**config.mk**
```make
export PLATFORM = sky130hd
export DESIGN_NAME = serial_line_command_decoder
export DESIGN_NICKNAME = d
export VERILOG_FILES = /design/src/hw/rtl/slcd_pkg.sv /design/src/hw/rtl/slcd_line_parser.sv /design/src/hw/rtl/slcd_cmd_exec.sv /design/src/hw/rtl/serial_line_command_decoder.sv
export VERILOG_INCLUDE_DIRS = /design/src /design/src/hw/rtl
export SDC_FILE = /design/constraint.sdc
export NUM_CORES = 1
export LEC_CHECK = 0
export ABC_AREA = 1
export ABC_CLOCK_PERIOD_IN_PS = 3500
export BUFFER_PORTS_ARGS = -buffer_cell sky130_fd_sc_hd__buf_2
export CAP_MARGIN = 20
export CORE_ASPECT_RATIO = 1.75
export CORE_MARGIN = 10
export CORE_UTILIZATION = 23
export CTS_CLUSTER_SIZE = 14
export DETAILED_ROUTE_END_ITERATION = 12
export GPL_ROUTABILITY_DRIVEN = 0
export SETUP_SLACK_MARGIN = 0.1
export SLEW_MARGIN = 20
export SYNTH_ARGS = -nofsm -noshare
export SYNTH_HDL_FRONTEND = slang
export SYNTH_HIERARCHICAL = 1
export SYNTH_SLANG_ARGS = --single-unit
export TNS_END_PERCENT = 1
```
**constraint.sdc**
```tcl
create_clock -name clk -period 3.5 [get_ports clk]
set_clock_uncertainty 0.15 [all_clocks]
set_input_delay 0.175 -clock clk [delete_from_list [all_inputs] [get_ports clk]]
set_output_delay 0.175 -clock clk [all_outputs]
set_load 0.02 [all_outputs]
```
**src/hw/rtl/assert_macros.svh**
```systemverilog
// ----------------------------------------------------------------------------
// assert_macros.svh
// clocked assertion helpers, sampled on clk and disabled while rst_n is low
// ----------------------------------------------------------------------------
`ifndef ASSERT_MACROS_SVH
`define ASSERT_MACROS_SVH

// expression holds at every clock edge out of reset
`define ASSERT_ALWAYS(lbl, expr, msg) \
    lbl: assert property (@(posedge clk) disable iff (!rst_n) (expr)) else $error(msg);

// consequent holds in the same cycle as the antecedent
`define ASSERT_IMPLY(lbl, ante, cons, msg) \
    lbl: assert property (@(posedge clk) disable iff (!rst_n) (ante) |-> (cons)) \
        else $error(msg);

`endif

```
**src/hw/rtl/slcd_pkg.sv**
```systemverilog
// ----------------------------------------------------------------------------
// slcd_pkg
// shared characters, reply codes and the line summary type of the decoder
// ----------------------------------------------------------------------------
`timescale 1ns / 1ps

package slcd_pkg;

    // line framing and argument characters
    localparam logic [7:0] CHAR_CR    = 8'h0D;
    localparam logic [7:0] CHAR_LF    = 8'h0A;
    localparam logic [7:0] CHAR_NUL   = 8'h00;
    localparam logic [7:0] CHAR_SEMI  = 8'h3B;
    localparam logic [7:0] CHAR_ZERO  = 8'h30;
    localparam logic [7:0] CHAR_NINE  = 8'h39;

    // ping keyword
    localparam logic [7:0] CHAR_P_LOW = 8'h70;
    localparam logic [7:0] CHAR_I_LOW = 8'h69;
    localparam logic [7:0] CHAR_N_LOW = 8'h6E;
    localparam logic [7:0] CHAR_G_LOW = 8'h67;

    // command letters
    localparam logic [7:0] CMD_MODE   = 8'h4D;
    localparam logic [7:0] CMD_RUN    = 8'h42;
    localparam logic [7:0] CMD_DELAY  = 8'h54;
    localparam logic [7:0] CMD_PEDAL  = 8'h50;
    localparam logic [7:0] CMD_COUNT  = 8'h53;
    localparam logic [7:0] CMD_HALT   = 8'h44;

    // reply codes
    localparam logic [1:0] REPLY_PONG_OK   = 2'd0;
    localparam logic [1:0] REPLY_PONG_FAIL = 2'd1;
    localparam logic [1:0] REPLY_ACCEPT    = 2'd2;
    localparam logic [1:0] REPLY_REFUSE    = 2'd3;

    // argument limits
    localparam logic [7:0]  PING_KEY  = 8'd123;
    localparam logic [31:0] MODE_MAX  = 32'd2;
    localparam logic [31:0] DELAY_MAX = 32'd65535;
    localparam logic [35:0] ARG_MAX   = 36'h0_FFFF_FFFF;
    localparam logic [1:0]  MODE_BAD  = 2'd3;

    // summary of a finished line
    typedef struct packed {
        logic        nonempty;
        logic        semi_ok;
        logic        ping_ok;
        logic [7:0]  letter;
        logic [31:0] value;
    } line_info_t;

    function automatic logic is_terminator(input logic [7:0] b);
        return (b == CHAR_CR) || (b == CHAR_LF);
    endfunction

endpackage

```
**src/hw/rtl/slcd_line_parser.sv**
```systemverilog
// ----------------------------------------------------------------------------
// slcd_line_parser
// gathers a line byte by byte, tracks its prefix and folds the argument into
// a saturating decimal accumulator
// ----------------------------------------------------------------------------
`timescale 1ns / 1ps

module slcd_line_parser
    import slcd_pkg::*;
#(
    parameter int LINE_BYTES = 64
)
(
    input  logic       clk,
    input  logic       rst_n,
    input  logic       byte_take,
    input  logic [7:0] byte_data,
    output logic       line_end,
    output line_info_t info
);

    localparam int DEPTH = LINE_BYTES - 1;
    localparam int LW    = $clog2(LINE_BYTES);

    logic [LW-1:0] len_reg,      len_next;
    logic          live_reg,     live_next;
    logic          nonempty_reg, nonempty_next;
    logic          semi_reg,     semi_next;
    logic          ping_pre_reg, ping_pre_next;
    logic          ping_full_reg, ping_full_next;
    logic [7:0]    letter_reg,   letter_next;
    logic [31:0]   acc_reg,      acc_next;
    logic          bad_reg,      bad_next;

    logic          term;
    logic          keep;
    logic          is_digit;
    logic [3:0]    digit;
    logic [35:0]   acc_ext;
    logic [35:0]   acc_wide;
    logic [31:0]   acc_step;

    assign term     = is_terminator(byte_data);
    assign keep     = (len_reg < LW'(DEPTH));
    assign is_digit = (byte_data >= CHAR_ZERO) && (byte_data <= CHAR_NINE);
    assign digit    = 4'(byte_data - CHAR_ZERO);

    // acc * 10 + digit, saturated to 32 bits
    assign acc_ext  = {4'b0, acc_reg};
    assign acc_wide = (acc_ext << 3) + (acc_ext << 1) + {32'b0, digit};
    assign acc_step = (acc_wide > ARG_MAX) ? ARG_MAX[31:0] : acc_wide[31:0];

    // per-byte line tracking
    always_comb
    begin
        len_next       = len_reg;
        live_next      = live_reg;
        nonempty_next  = nonempty_reg;
        semi_next      = semi_reg;
        ping_pre_next  = ping_pre_reg;
        ping_full_next = ping_full_reg;
        letter_next    = letter_reg;
        acc_next       = acc_reg;
        bad_next       = bad_reg;

        if (byte_take && term)
        begin
            len_next       = '0;
            live_next      = 1'b1;
            nonempty_next  = 1'b0;
            semi_next      = 1'b0;
            ping_pre_next  = 1'b0;
            ping_full_next = 1'b0;
            acc_next       = '0;
            bad_next       = 1'b0;
        end
        else if (byte_take && keep)
        begin
            len_next = len_reg + LW'(1);
            if (live_reg && (byte_data == CHAR_NUL))
            begin
                // a zero byte ends the line text here
                live_next = 1'b0;
            end
            else if (live_reg)
            begin
                if (len_reg == LW'(0))
                begin
                    letter_next   = byte_data;
                    nonempty_next = 1'b1;
                    ping_pre_next = (byte_data == CHAR_P_LOW);
                end
                else if (len_reg == LW'(1))
                begin
                    semi_next     = (byte_data == CHAR_SEMI);
                    ping_pre_next = ping_pre_reg && (byte_data == CHAR_I_LOW);
                end
                else if (len_reg == LW'(2) || (len_reg == LW'(5) && ping_full_reg))
                begin
                    // argument starts here
                    acc_next = {28'b0, digit};
                    bad_next = !is_digit;
                    if (len_reg == LW'(2))
                        ping_pre_next = ping_pre_reg && (byte_data == CHAR_N_LOW);
                end
                else
                begin
                    acc_next = acc_step;
                    bad_next = bad_reg || !is_digit;
                    if (len_reg == LW'(3))
                        ping_pre_next = ping_pre_reg && (byte_data == CHAR_G_LOW);
                    if (len_reg == LW'(4))
                        ping_full_next = ping_pre_reg && (byte_data == CHAR_SEMI);
                end
            end
        end
    end

    // line state registers
    always_ff @(posedge clk or negedge rst_n)
    begin
        if (!rst_n)
        begin
            len_reg       <= '0;
            live_reg      <= 1'b1;
            nonempty_reg  <= 1'b0;
            semi_reg      <= 1'b0;
            ping_pre_reg  <= 1'b0;
            ping_full_reg <= 1'b0;
            acc_reg       <= '0;
            bad_reg       <= 1'b0;
        end
        else
        begin
            len_reg       <= len_next;
            live_reg      <= live_next;
            nonempty_reg  <= nonempty_next;
            semi_reg      <= semi_next;
            ping_pre_reg  <= ping_pre_next;
            ping_full_reg <= ping_full_next;
            acc_reg       <= acc_next;
            bad_reg       <= bad_next;
        end
    end

    // letter needs no reset: only read once nonempty is set
    always_ff @(posedge clk)
    begin
        letter_reg <= letter_next;
    end

    // summary of the line ended by this transaction
    assign line_end      = byte_take && term && (len_reg != '0);
    assign info.nonempty = nonempty_reg;
    assign info.semi_ok  = semi_reg;
    assign info.ping_ok  = ping_full_reg;
    assign info.letter   = letter_reg;
    assign info.value    = bad_reg ? 32'd0 : acc_reg;

endmodule

```
**src/hw/rtl/slcd_cmd_exec.sv**
```systemverilog
// ----------------------------------------------------------------------------
// slcd_cmd_exec
// applies a finished line to the settings and holds the reply register
// ----------------------------------------------------------------------------
`timescale 1ns / 1ps
`include "assert_macros.svh"

module slcd_cmd_exec
    import slcd_pkg::*;
(
    input  logic        clk,
    input  logic        rst_n,
    input  logic        line_end,
    input  line_info_t  info,
    input  logic        reply_stall,
    output logic        reply_valid,
    output logic [1:0]  reply_code,
    output logic [7:0]  command_letter,
    output logic        session_active,
    output logic [1:0]  op_mode,
    output logic        run_active,
    output logic        run_start,
    output logic        run_stop,
    output logic [15:0] delay_time,
    output logic        pedal_enable,
    output logic [31:0] pedal_count,
    output logic        emergency_halt
);

    // settings
    logic        session_reg, session_next;
    logic [1:0]  mode_reg,    mode_next;
    logic [2:0]  run_reg,     run_next;
    logic [15:0] delay_reg,   delay_next;
    logic        pedal_reg,   pedal_next;
    logic [31:0] count_reg,   count_next;
    logic        halt_reg,    halt_next;

    // reply register
    logic        valid_reg, valid_next;
    logic [1:0]  code_reg;
    logic [7:0]  letter_reg;
    logic [1:0]  code_next;
    logic [7:0]  letter_next;
    logic        do_reply;

    logic [31:0] v;

    assign v = info.value;

    // line decode
    always_comb
    begin
        session_next = session_reg;
        mode_next    = mode_reg;
        run_next     = run_reg;
        delay_next   = delay_reg;
        pedal_next   = pedal_reg;
        count_next   = count_reg;
        halt_next    = halt_reg;
        code_next    = REPLY_REFUSE;
        letter_next  = info.letter;
        do_reply     = 1'b0;

        if (info.nonempty && info.ping_ok)
        begin
            do_reply     = 1'b1;
            letter_next  = CHAR_P_LOW;
            session_next = (v[7:0] == PING_KEY);
            code_next    = (v[7:0] == PING_KEY) ? REPLY_PONG_OK : REPLY_PONG_FAIL;
        end
        else if (info.nonempty && info.semi_ok)
        begin
            do_reply = 1'b1;
            unique case (info.letter)
                CMD_MODE:
                begin
                    if (v <= MODE_MAX)
                    begin
                        mode_next = v[1:0];
                        code_next = REPLY_ACCEPT;
                    end
                end
                CMD_RUN:
                begin
                    if (v == 32'd1)
                    begin
                        run_next  = 3'b011;
                        code_next = REPLY_ACCEPT;
                    end
                    else if (v == 32'd0)
                    begin
                        run_next  = 3'b100;
                        code_next = REPLY_ACCEPT;
                    end
                end
                CMD_DELAY:
                begin
                    delay_next = (v > DELAY_MAX) ? DELAY_MAX[15:0] : v[15:0];
                    code_next  = REPLY_ACCEPT;
                end
                CMD_PEDAL:
                begin
                    if (v <= 32'd1)
                    begin
                        pedal_next = v[0];
                        code_next  = REPLY_ACCEPT;
                    end
                end
                CMD_COUNT:
                begin
                    count_next = v;
                    code_next  = REPLY_ACCEPT;
                end
                CMD_HALT:
                begin
                    if (v <= 32'd1)
                    begin
                        halt_next = v[0];
                        code_next = REPLY_ACCEPT;
                    end
                end
                default:
                begin
                    do_reply = 1'b0;
                end
            endcase
        end
    end

    // reply valid: set by a replying line, cleared once taken
    always_comb
    begin
        valid_next = valid_reg;
        if (line_end && do_reply)
            valid_next = 1'b1;
        else if (!reply_stall)
            valid_next = 1'b0;
    end

    // settings and control registers
    always_ff @(posedge clk or negedge rst_n)
    begin
        if (!rst_n)
        begin
            session_reg <= 1'b0;
            mode_reg    <= '0;
            run_reg     <= '0;
            delay_reg   <= '0;
            pedal_reg   <= 1'b0;
            count_reg   <= '0;
            halt_reg    <= 1'b0;
            valid_reg   <= 1'b0;
        end
        else
        begin
            valid_reg <= valid_next;
            if (line_end && do_reply)
            begin
                session_reg <= session_next;
                mode_reg    <= mode_next;
                run_reg     <= run_next;
                delay_reg   <= delay_next;
                pedal_reg   <= pedal_next;
                count_reg   <= count_next;
                halt_reg    <= halt_next;
            end
        end
    end

    // reply payload
    always_ff @(posedge clk)
    begin
        if (line_end && do_reply)
        begin
            code_reg   <= code_next;
            letter_reg <= letter_next;
        end
    end

    assign reply_valid    = valid_reg;
    assign reply_code     = code_reg;
    assign command_letter = letter_reg;
    assign session_active = session_reg;
    assign op_mode        = mode_reg;
    assign run_active     = run_reg[0];
    assign run_start      = run_reg[1];
    assign run_stop       = run_reg[2];
    assign delay_time     = delay_reg;
    assign pedal_enable   = pedal_reg;
    assign pedal_count    = count_reg;
    assign emergency_halt = halt_reg;

    // checks
    `ASSERT_IMPLY(a_no_overrun, line_end && valid_reg, !reply_stall, "line end over stalled reply")
    `ASSERT_IMPLY(a_pong_session, valid_reg && code_reg == REPLY_PONG_OK, session_reg, "pong ok without session")
    `ASSERT_ALWAYS(a_mode_range, mode_reg != MODE_BAD, "mode out of range")
    `ASSERT_ALWAYS(a_run_flags, !(run_reg[0] && run_reg[2]) && (run_reg[0] == run_reg[1]), "run flags inconsistent")

endmodule

```
**src/hw/rtl/serial_line_command_decoder.sv**
```systemverilog
// A reply appears in the cycle after the CR or LF transaction that ends its line.
// Throughput: one byte per cycle while rx_stall is low; the argument is folded into a decimal accumulator per byte.
// A terminator waits only while a previous reply is still stalled; other bytes keep flowing.
// Reset (rst_n low, asynchronous) empties the line and clears all settings and the reply valid flag.
// ----------------------------------------------------------------------------
// serial_line_command_decoder
// decodes ping and one-letter setting commands from a stream of received bytes
// ----------------------------------------------------------------------------
`timescale 1ns / 1ps

module serial_line_command_decoder
    import slcd_pkg::*;
#(
    parameter int LINE_BYTES = 64
)
(
    input  logic        clk,
    input  logic        rst_n,
    input  logic        rx_valid,
    output logic        rx_stall,
    input  logic [7:0]  rx_byte,
    output logic        reply_valid,
    input  logic        reply_stall,
    output logic [1:0]  reply_code,
    output logic [7:0]  command_letter,
    output logic        session_active,
    output logic [1:0]  op_mode,
    output logic        run_active,
    output logic        run_start,
    output logic        run_stop,
    output logic [15:0] delay_time,
    output logic        pedal_enable,
    output logic [31:0] pedal_count,
    output logic        emergency_halt
);

    logic       byte_take;
    logic       line_end;
    line_info_t info;

    // hold a terminator while the previous reply is still waiting
    assign rx_stall  = reply_valid && reply_stall && is_terminator(rx_byte);
    assign byte_take = rx_valid && !rx_stall;

    slcd_line_parser #(
        .LINE_BYTES (LINE_BYTES)
    ) u_parser (
        .clk       (clk),
        .rst_n     (rst_n),
        .byte_take (byte_take),
        .byte_data (rx_byte),
        .line_end  (line_end),
        .info      (info)
    );

    slcd_cmd_exec u_exec (
        .clk            (clk),
        .rst_n          (rst_n),
        .line_end       (line_end),
        .info           (info),
        .reply_stall    (reply_stall),
        .reply_valid    (reply_valid),
        .reply_code     (reply_code),
        .command_letter (command_letter),
        .session_active (session_active),
        .op_mode        (op_mode),
        .run_active     (run_active),
        .run_start      (run_start),
        .run_stop       (run_stop),
        .delay_time     (delay_time),
        .pedal_enable   (pedal_enable),
        .pedal_count    (pedal_count),
        .emergency_halt (emergency_halt)
    );

endmodule
```
==> impl_results.rst <==
.. list-table::
   :header-rows: 1

   * - Metric
     - Value
   * - Run status
     - finished clean
   * - Detailed placer's ending HPWL
     - approximately 20 mm
   * - Horizontal extent of the die
     - 169 um
   * - DRT Wirelength
     - 24.5 mm
   * - Vias in the first global route
     - 7953
   * - Synth area leader
     - sky130_fd_sc_hd__dfrtp_1
   * - Die Outline Area
     - 0.0473 mm2
   * - Measured slew at the worst slew-check pin
     - 1070 ps
   * - Post-synth top area share
     - 27.8%
   * - Root Buffer Master
     - sky130_fd_sc_hd__clkbuf_16
   * - Predominant post-synthesis flop cell
     - sky130_fd_sc_hd__dfrtp_1
   * - DR vias
     - approximately 8000
   * - Post-synth top cells
     - sky130_fd_sc_hd__nand2_1 (344), sky130_fd_sc_hd__inv_1 (208), sky130_fd_sc_hd__nor2_1 (149)
   * - EDFF count, synth
     - 18
   * - Synth Net Count
     - 1311
   * - Total GRT Usage
     - 10.5%
   * - Layout Cell Area excl Fill
     - 0.0105 mm2
   * - Normalized max-slew margin
     - 28.6%
   * - Highest attainable clock frequency
     - 0.321 GHz
   * - Total Power
     - 11.1 mW
   * - Classification of the worst-slack hold path
     - in -> reg
   * - RSZ-0062 raised after global routing
     - false
   * - Worst slack after detailed placement
     - approximately 280 ps
   * - DRC violations left
     - 0
   * - Number of maximum-capacitance constraint violations
     - 0
   * - First-pass GRT wire length
     - 40.3 mm
   * - Maximum number of pins on one net before global-route repair
     - 65
   * - Effective utilization at floorplan
     - 23.2%
   * - Top area cells in the synthesized netlist
     - sky130_fd_sc_hd__dfrtp_1 (28%), sky130_fd_sc_hd__nand2_1 (15%), sky130_fd_sc_hd__ha_1 (9.4%), sky130_fd_sc_hd__inv_1 (8.8%), sky130_fd_sc_hd__nor2_1 (6.3%)
   * - RR Startpoint
     - u_parser/acc_reg[0]$_DFFE_PN0P_
   * - Initial antenna violation count
     - 0
   * - Total congestion overflow
     - 0
   * - Worst vdd ir
     - 0.000570 V
   * - Flops & latches, synth
     - 118
   * - Arrival time reported for the critical path endpoint
     - 3260 ps
   * - Final setup fails
     - 0
   * - Area after detailed placement
     - between 0.009 and 0.01 mm2
   * - Worst R2R End
     - u_parser/acc_reg[23]$_DFFE_PN0P_
   * - Register area share after synthesis
     - roughly 34%
   * - Crit-path slowest cell
     - sky130_fd_sc_hd__dlygate4sd3_1
   * - Port bufs
     - 79
   * - Total negative slack
     - 0 ps
   * - Worst Reg-to-Reg Cells
     - 17
   * - Fraction of registers with async set or reset after synthesis
     - between 80% and 90%
   * - DR pass1 iterations
     - 5
   * - Layout cells sized above 1
     - 16.9%
   * - Number of cells in the finished layout apart from fillers
     - 1819
   * - Antenna diode count
     - 0
   * - Vias/cell
     - 4.39
   * - Total placed cells including tap cells
     - 1778
   * - Slack of the worst reg-to-reg path
     - 450 ps
   * - Worst Hold Path Cells
     - 5
   * - Worst hold slack
     - 32.9 ps
   * - Synthesis-to-layout area growth
     - 17.6%
   * - Clock latency at the later pin of the worst-skew pair
     - 430 ps
   * - Average cell area after synthesis
     - 7.23 um2
   * - Number of H-tree levels
     - 4
   * - Longest Clk Path Bufs
     - 2
   * - Clock net sink count
     - 118
   * - Netlist area before placement
     - 0.00890 mm2
   * - PwrDens
     - 1060 mW/mm2
   * - List of cells traversed by the critical path
     - dlygate4sd3_1, buf_2, nand3b_1, nand2_1, a21oi_2, o2111ai_2, nor2_4, inv_4, nor2_1, inv_1, nor2_1, nand2_4, nand2_8, nand3_4, buf_6, nand2_1, o21ai_2
   * - Antenna violation net count after detailed routing
     - 0
   * - Hold wc startpoint
     - rx_valid
   * - Final Worst Setup Slack
     - between 300 and 400 ps
   * - Count of endpoints failing hold in the final timing report
     - 0
   * - Worst-case hold path end point
     - u_parser/len_reg[2]$_DFFE_PN0P_
   * - Crit-path max cell delay
     - 520 ps
   * - Final count of pins violating max slew
     - 0
   * - Largest driver fanout on the critical path
     - between 60 and 70
   * - Part of the cycle the worst path needs
     - approximately 89%
   * - Final #Nets
     - 1402
   * - Post-CTS setup buffer count
     - 0
   * - Die height
     - between 200 and 300 um
   * - Post-synth cell types
     - 53
   * - Leakage Power
     - 5.42 nW
   * - Synthesized netlist cell count
     - 1230
   * - Most instantiated library cell after synthesis
     - sky130_fd_sc_hd__nand2_1
   * - 1st-iter DRT viols
     - 389
   * - Startpoint types
     - input pin
   * - Clock transition at the registers of the reported paths
     - approximately 60 ps
   * - Clock tree from TritonCTS
     - built
   * - Clock buffer count from CTS
     - 17
   * - Core Box Area
     - between 0.03 and 0.04 mm2
   * - Shortest period the worst path allows
     - 3110 ps
   * - Post-layout util
     - 27.3%
   * - Warnings, synthesis
     - 6
   * - I/O pin count
     - 80
   * - Number of core rows
     - 95
   * - CP Capture Type
     - register
   * - Required arrival time at the worst endpoint
     - approximately 3700 ps
   * - Type of the worst setup path
     - in -> reg
   * - Average detailed-routed wire length per instance
     - approximately 13 um
==> kinds of logic after synthesis <==
logic type                 share of synthesized area, %
DFF                                                34.2
and+or+nand+nor                                    34.5
AOI/OAI and AO/OA                                  8.37
xor gates and xnor gates                           1.38
adders and majority gates                          9.87
muxes                                             0.113
buffers and inverters                              11.5
==> final cells by class <==
type / instances / area, um2
clock buffers: 18 / 439
clock inverters: 14 / 128
fillers: 4201 / 27800
inverters: 213 / 806
multi-input cells: 872 / 4830
flip-flops and latches: 118 / 3040
well taps: 485 / 607
repair buffers: 99 / 612
==> worst max-delay path by stage <==
stage | start | to | cells after the start
global placement | rx_byte[1] | u_exec/pedal_count[22]$_DFFE_PN0P_ | 16
CTS | rx_byte[1] | u_exec/pedal_count[9]$_DFFE_PN0P_ | 17
global route | u_parser/acc_reg[0]$_DFFE_PN0P_ | u_parser/acc_reg[19]$_DFFE_PN0P_ | 17
finish | rx_byte[1] | u_exec/pedal_count[18]$_DFFE_PN0P_ | 17
detailed placement | rx_byte[1] | u_exec/pedal_count[9]$_DFFE_PN0P_ | 16
floorplan | u_parser/acc_reg[0]$_DFFE_PN0P_ | u_parser/acc_reg[13]$_DFFE_PN0P_ | 17
==> where the power goes <==
group	switching (mW)	internal [mW]
Sequential	0.261	1.63
Combinational	4.86	2.66
Clock	0.688	0.997
==> layer usage <==
| metal | wire length, um | share of wire, % | GRT usage [%] | vias to the layer above |
|---|---|---|---|---|
| li1 | - | - | - | 4052 |
| met1 | 8950 | 36 | 9.91 | 3678 |
| met2 | 13600 | 56 | 20.2 | 187 |
| met3 | 855 | 3.5 | 2.16 | 63 |
| met4 | 1090 | 4.4 | 5.87 | 0 |
| met5 | 0 | 0 | 0 | - |
==> placed cells by master, fill, tap and decap left out, drive strengths merged, types with 14 or more instances in the layout <==
cell,n
a21oi,37
a22oi,14
buf,90
clkbuf,18
dfrtp,99
edfxtp,18
ha,67
inv,214
nand2,365
nand3,99
nor2,161
nor3,21
o21ai,44
==> critical path, delay by kind of cell <==
kind / cells / cell delay (ps)
buf+inv: 5 / 1200
compound gates: 3 / 470
simple gates: 9 / 1330
==> what timing repair did <==
| action | 4_1_cts | 5_1_grt |
|---|---|---|
| hold buffers | 9 | 0 |
| gates resized for setup | 0 | 3 |
| hold endpoints to repair | 54 | 0 |
| setup endpoints to repair | 0 | 65 |
Power figures use the tool's default switching activity.
